## src/tcgr_ram.sv

```systemverilog
// ----------------------------------------------------------------------------
// tcgr_ram
// Generic single write port, single read port RAM with registered read.
// ----------------------------------------------------------------------------
module tcgr_ram #(
	parameter int WIDTH = 8,
	parameter int DEPTH = 16
) (
	input  logic                     clk,
	input  logic                     we,
	input  logic [$clog2(DEPTH)-1:0] waddr,
	input  logic [WIDTH-1:0]         wdata,
	input  logic                     re,
	input  logic [$clog2(DEPTH)-1:0] raddr,
	output logic [WIDTH-1:0]         rdata
);

	logic [WIDTH-1:0] mem [DEPTH];

	always_ff @(posedge clk) begin
		if (we) begin
			mem[waddr] <= wdata;
		end
		if (re) begin
			rdata <= mem[raddr];
		end
	end

endmodule

```

## config.mk

```make
export PLATFORM = sky130hd
export DESIGN_NAME = tcgr_ram
export DESIGN_NICKNAME = d
export VERILOG_FILES = /design/src/tcgr_ram.sv
export SDC_FILE = /design/constraint.sdc
export NUM_CORES = 1
export LEC_CHECK = 0
export ABC_AREA = 1
export BUFFER_PORTS_ARGS = -buffer_cell sky130_fd_sc_hd__buf_2
export CORE_ASPECT_RATIO = 1.1
export CORE_MARGIN = 1
export CORE_UTILIZATION = 50
export DETAILED_ROUTE_END_ITERATION = 10
export GPL_TIMING_DRIVEN = 0
export PLACE_DENSITY = 0.66
export SYNTH_ARGS = -nofsm -noshare
export SYNTH_HDL_FRONTEND = slang
export SYNTH_SLANG_ARGS = --single-unit
```

## constraint.sdc

```tcl
create_clock -name clk -period 1.9 [get_ports clk]
set_clock_uncertainty 0.15 [all_clocks]
set_input_delay 0.38 -clock clk [delete_from_list [all_inputs] [get_ports clk]]
set_output_delay 0.38 -clock clk [all_outputs]
set_load 0.01 [all_outputs]
```

# [Word level (Yosys, flattened, before mapping)]
# Memories as Yosys holds them, arrays and structs flattened. A register that Yosys moved wholly into a read port is not among the register bits.
# Cells that the tools add are included.
[classes] n_mux=2
[ops] cell="1-bit 2-to-1 mux" count=2
[totals] mem_count=1 out_inout_bits=8 mem_bits_rw=128 ff_bits=0 elab_cells=3
[memory_table] name="mem" words=16 width=8 rd=1 rd_clocked_by_memory_dff=1 write_ports=1 line="18" source="logic [WIDTH-1:0] mem [DEPTH];"

# [Depth between registers and ports, before layout]
[logic_depth] depth_word=2 ltp_mapped=8

# [Least setup slack after synthesis]
# No wires, ideal clock.
[synth_timing] path_kind="input to register" from="in waddr[2]" to="mem mem[10][0], enable pin" setup_slack_ps=419 arrival_ps=961 n_path_buf=0 required_ps=1380 stages=2 path_cell_list="nand3b_1 > nor2_1"
[synth_lines] element="start: declaration" line="11" source="input logic [$clog2(DEPTH)-1:0] waddr,"
[synth_lines] element="end: declaration" line="18"
# No word-level cell before the write port.

# [Worst setup path in the final report]
[layout_timing] from="in waddr[3]" to="mem mem[7][0], enable pin"
# No word-level cell before the write port.

==> insert_results.sql <==
INSERT INTO impl_metrics (metric_group, metric, value, unit) VALUES
('route', 'routed_wire_length_per_instance', '17.74', 'microns'),
('grt', 'number_of_antenna_violations_at_the_first_check_in_global_routing', '0', ''),
('power_and_ir_drop', 'comb_power_share', '0.062', ''),
('route', 'vias_per_cell', '5.147', ''),
('cts', 'cts_max_path_buffers', '2', ''),
('timing', 'setup_ws', '0.2827', 'ns'),
('cts', 'cts_inserted_buffers', '17', ''),
('power_and_ir_drop', 'power.net_switching', '1.577', 'mW'),
('cts', 'clk-insertion-delay-late', '0.42', 'ns'),
('yosys', 'yosys_warnings', '0', ''),
('finish', 'final_common_cell', 'sky130_fd_sc_hd__nand2_1', ''),
('floorplanning', 'core-area', '11440', 'sq um'),
('route', 'vias', '3891', ''),
('timing', 'timing.final.max_slew_violations', '0', ''),
('finish', 'final.fill_count', '938', ''),
('yosys', 'register_area_share_after_synthesis', '0.6985', ''),
('yosys', 'ys_ff_latch', '136', ''),
('worst_setup_path', 'r2r_slack', '0.57', 'ns'),
('worst_setup_path', 'worstPathCellList', 'buf_2 -> nand3b_1 -> nor2_1', ''),
('finish', 'drive_gt1_frac', '0.1320', ''),
('power_and_ir_drop', 'vdd_drop_max', '544.1', 'uV'),
('worst_setup_path', 'crit_start_category', 'primary input', ''),
('yosys', 'syn_avg_cell_area', '10.61', 'sq um'),
('route', 'totalWireLength', '13410', 'microns'),
('place', 'detailedPlacementHpwl', '8916', 'microns'),
('worst_setup_path', 'max_stage_delay', '0.73', 'ns'),
('power_and_ir_drop', 'power_frac_clock', '0.454', ''),
('worst_setup_path', 'required_arrival_time_at_the_worst_endpoint', '1.79', 'ns'),
('timing', 'rsz0062_at_grt', 'no', ''),
('floorplanning', 'placement_rows', '41', ''),
('cts', 'clk_transition_reported_paths', '0.06', 'ns'),
('timing', 'fmaxAchievable', '0.6183', 'GHz'),
('cts', 'tritoncts', 'built', ''),
('finish', 'most_frequent_cells_in_the_layout', 'sky130_fd_sc_hd__nand2_1 (173), sky130_fd_sc_hd__edfxtp_1 (136), sky130_fd_sc_hd__inv_1 (100)', ''),
('route', 'drt_pre_antenna_iters', '5', ''),
('yosys', 'postSynthNetCount', '570', ''),
('yosys', 'syn_area', '5847', 'sq um'),
('worst_setup_path', 'crit_path_end', 'mem[7][0]$_DFFE_PP_', ''),
('floorplanning', 'floorplan.die_area', '12130', 'sq um'),
('power_and_ir_drop', 'intPower', '5.437', 'mW'),
('timing', 'timing.final.hold_violations', '0', ''),
('worst_setup_path', 'critical_path_launch_point', 'waddr[3]', ''),
('yosys', 'yosys.area.top_type', 'sky130_fd_sc_hd__edfxtp_1', ''),
('cts', 'clkSinkCount', '136', ''),
('cts', 'post_cts_hold_buffer_count', '0', ''),
('timing', 'worst-slew-pin-transition', '0.8745', 'ns'),
('grt', 'grtUsageTotal', '0.2440', ''),
('cts', 'post_cts_resize_count', '0', ''),
('timing', 'slew-limit-headroom', '0.4148', ''),
('timing', 'post-route-period-util', '0.8512', ''),
('floorplanning', 'die_height', '115.4', 'microns'),
('floorplanning', 'start_util', '0.5111', ''),
('grt', 'grt_start_max_net_pins', '17', ''),
('hold_path', 'holdCritPathClass', 'in2reg', ''),
('cts', 'postCtsSetupBuffers', '0', ''),
('power_and_ir_drop', 'power', '7.013', 'mW'),
('finish', 'layout.core_utilization', '0.5882', ''),
('power_and_ir_drop', 'reg_power_frac', '0.484', ''),
('power_and_ir_drop', 'sw_frac', '0.2248', ''),
('run', 'drv_cap', '0', ''),
('power_and_ir_drop', 'p_leak', '2.901', 'nW'),
('route', 'ant_nets', '0', ''),
('place', 'gp_congestion', '0.8541', ''),
('outcome', 'run_status', 'finished clean', ''),
('yosys', 'synth.top_cell.area_share', '0.6985', ''),
('power_and_ir_drop', 'cellPowerDensity', '1042', 'nW/um^2'),
('route', 'remaining_drc_errors', '0', ''),
('worst_setup_path', 'ff2ff_path_depth', '6', ''),
('worst_setup_path', 'critical_path.reg2reg.endpoint', 'rdata[2]$_DFFE_PP_', ''),
('timing', 'finalSetupViolCount', '0', ''),
('worst_setup_path', 'r2r-start', 'mem[2][2]$_DFFE_PP_', '');
-- synth_stat cells --
cell type                  number
sky130_fd_sc_hd__inv_1        100
sky130_fd_sc_hd__edfxtp_1     136
sky130_fd_sc_hd__nor2_1        17
sky130_fd_sc_hd__inv_2          2
sky130_fd_sc_hd__nand3_1       97
sky130_fd_sc_hd__buf_6          6
sky130_fd_sc_hd__buf_1          1
sky130_fd_sc_hd__nand3b_1       2
sky130_fd_sc_hd__buf_2         13
sky130_fd_sc_hd__buf_4          4
sky130_fd_sc_hd__nand2_1      173
-- worst max-delay path: cells and delay by family --
kind / cells / cell delay, ns
simple gates: 2 / 1.01
buf+inv: 1 / 0.12
-- power by group through the flow --
stage	registers, mW	logic, mW	clock network [mW]
after global routing	3.40	0.480	3.35
after floorplan	3.47	0.237	0
after detailed placement	3.46	0.429	0
after CTS	3.40	0.432	3.21
final	3.40	0.436	3.18
after global placement	3.46	0.422	0
-- stage by stage --
step,std cells,setup TNS [ns],area (sq um)
5_1_grt,756,0,6729
3_5_place_dp,724,-4.979,6150
4_1_cts,756,0,6729
2_1_floorplan,551,0,5847
3_3_place_gp,724,-3.091,6150
6_report,756,0,6729
-- metal layers --
metal / part of all wire / up-vias / track usage
li1: - / 1863 / -
met1: 0.43 / 1822 / 0.3384
met2: 0.46 / 179 / 0.3744
met3: 0.084 / 27 / 0.05793
met4: 0.025 / 0 / 0.1014
met5: 0 / - / 0
-- area by class of cell --
type	instances	area, sq um	area share
plain buffers	24	166.4	0.02473
clock buffers	17	425.4	0.06322
clock inverters	15	153.9	0.02287
inverters	102	382.9	0.05690
multi-input cells	289	1214	0.1804
flip-flops and latches	136	4084	0.6069
well taps	150	187.7	0.02789
repair buffers	23	115.1	0.01711
-- worst min-delay path by stage --
stage                     startpoint                  end  slack, ns  cells past startpoint
after floorplan             wdata[0]  mem[0][0]$_DFFE_PP_       0.33                      0
after global placement            re   rdata[5]$_DFFE_PP_       0.56                      1
after detailed placement          re   rdata[5]$_DFFE_PP_       0.58                      1
after CTS                         re   rdata[5]$_DFFE_PP_       0.14                      1
after global routing              re   rdata[1]$_DFFE_PP_       0.15                      1
final                             re   rdata[5]$_DFFE_PP_       0.15                      1
-- sequential cells by signal, indices dropped and copies added (netlist names) --
signal  count
mem       128
rdata       8
-- kinds of logic after synthesis --
logic type	Yosys count	share of synthesized area
AND/OR/NAND/NOR	289	0.2076
flip-flops	136	0.6985
buffers and inverters	126	0.09394
Note: power is estimated with default switching activity, not from simulation.
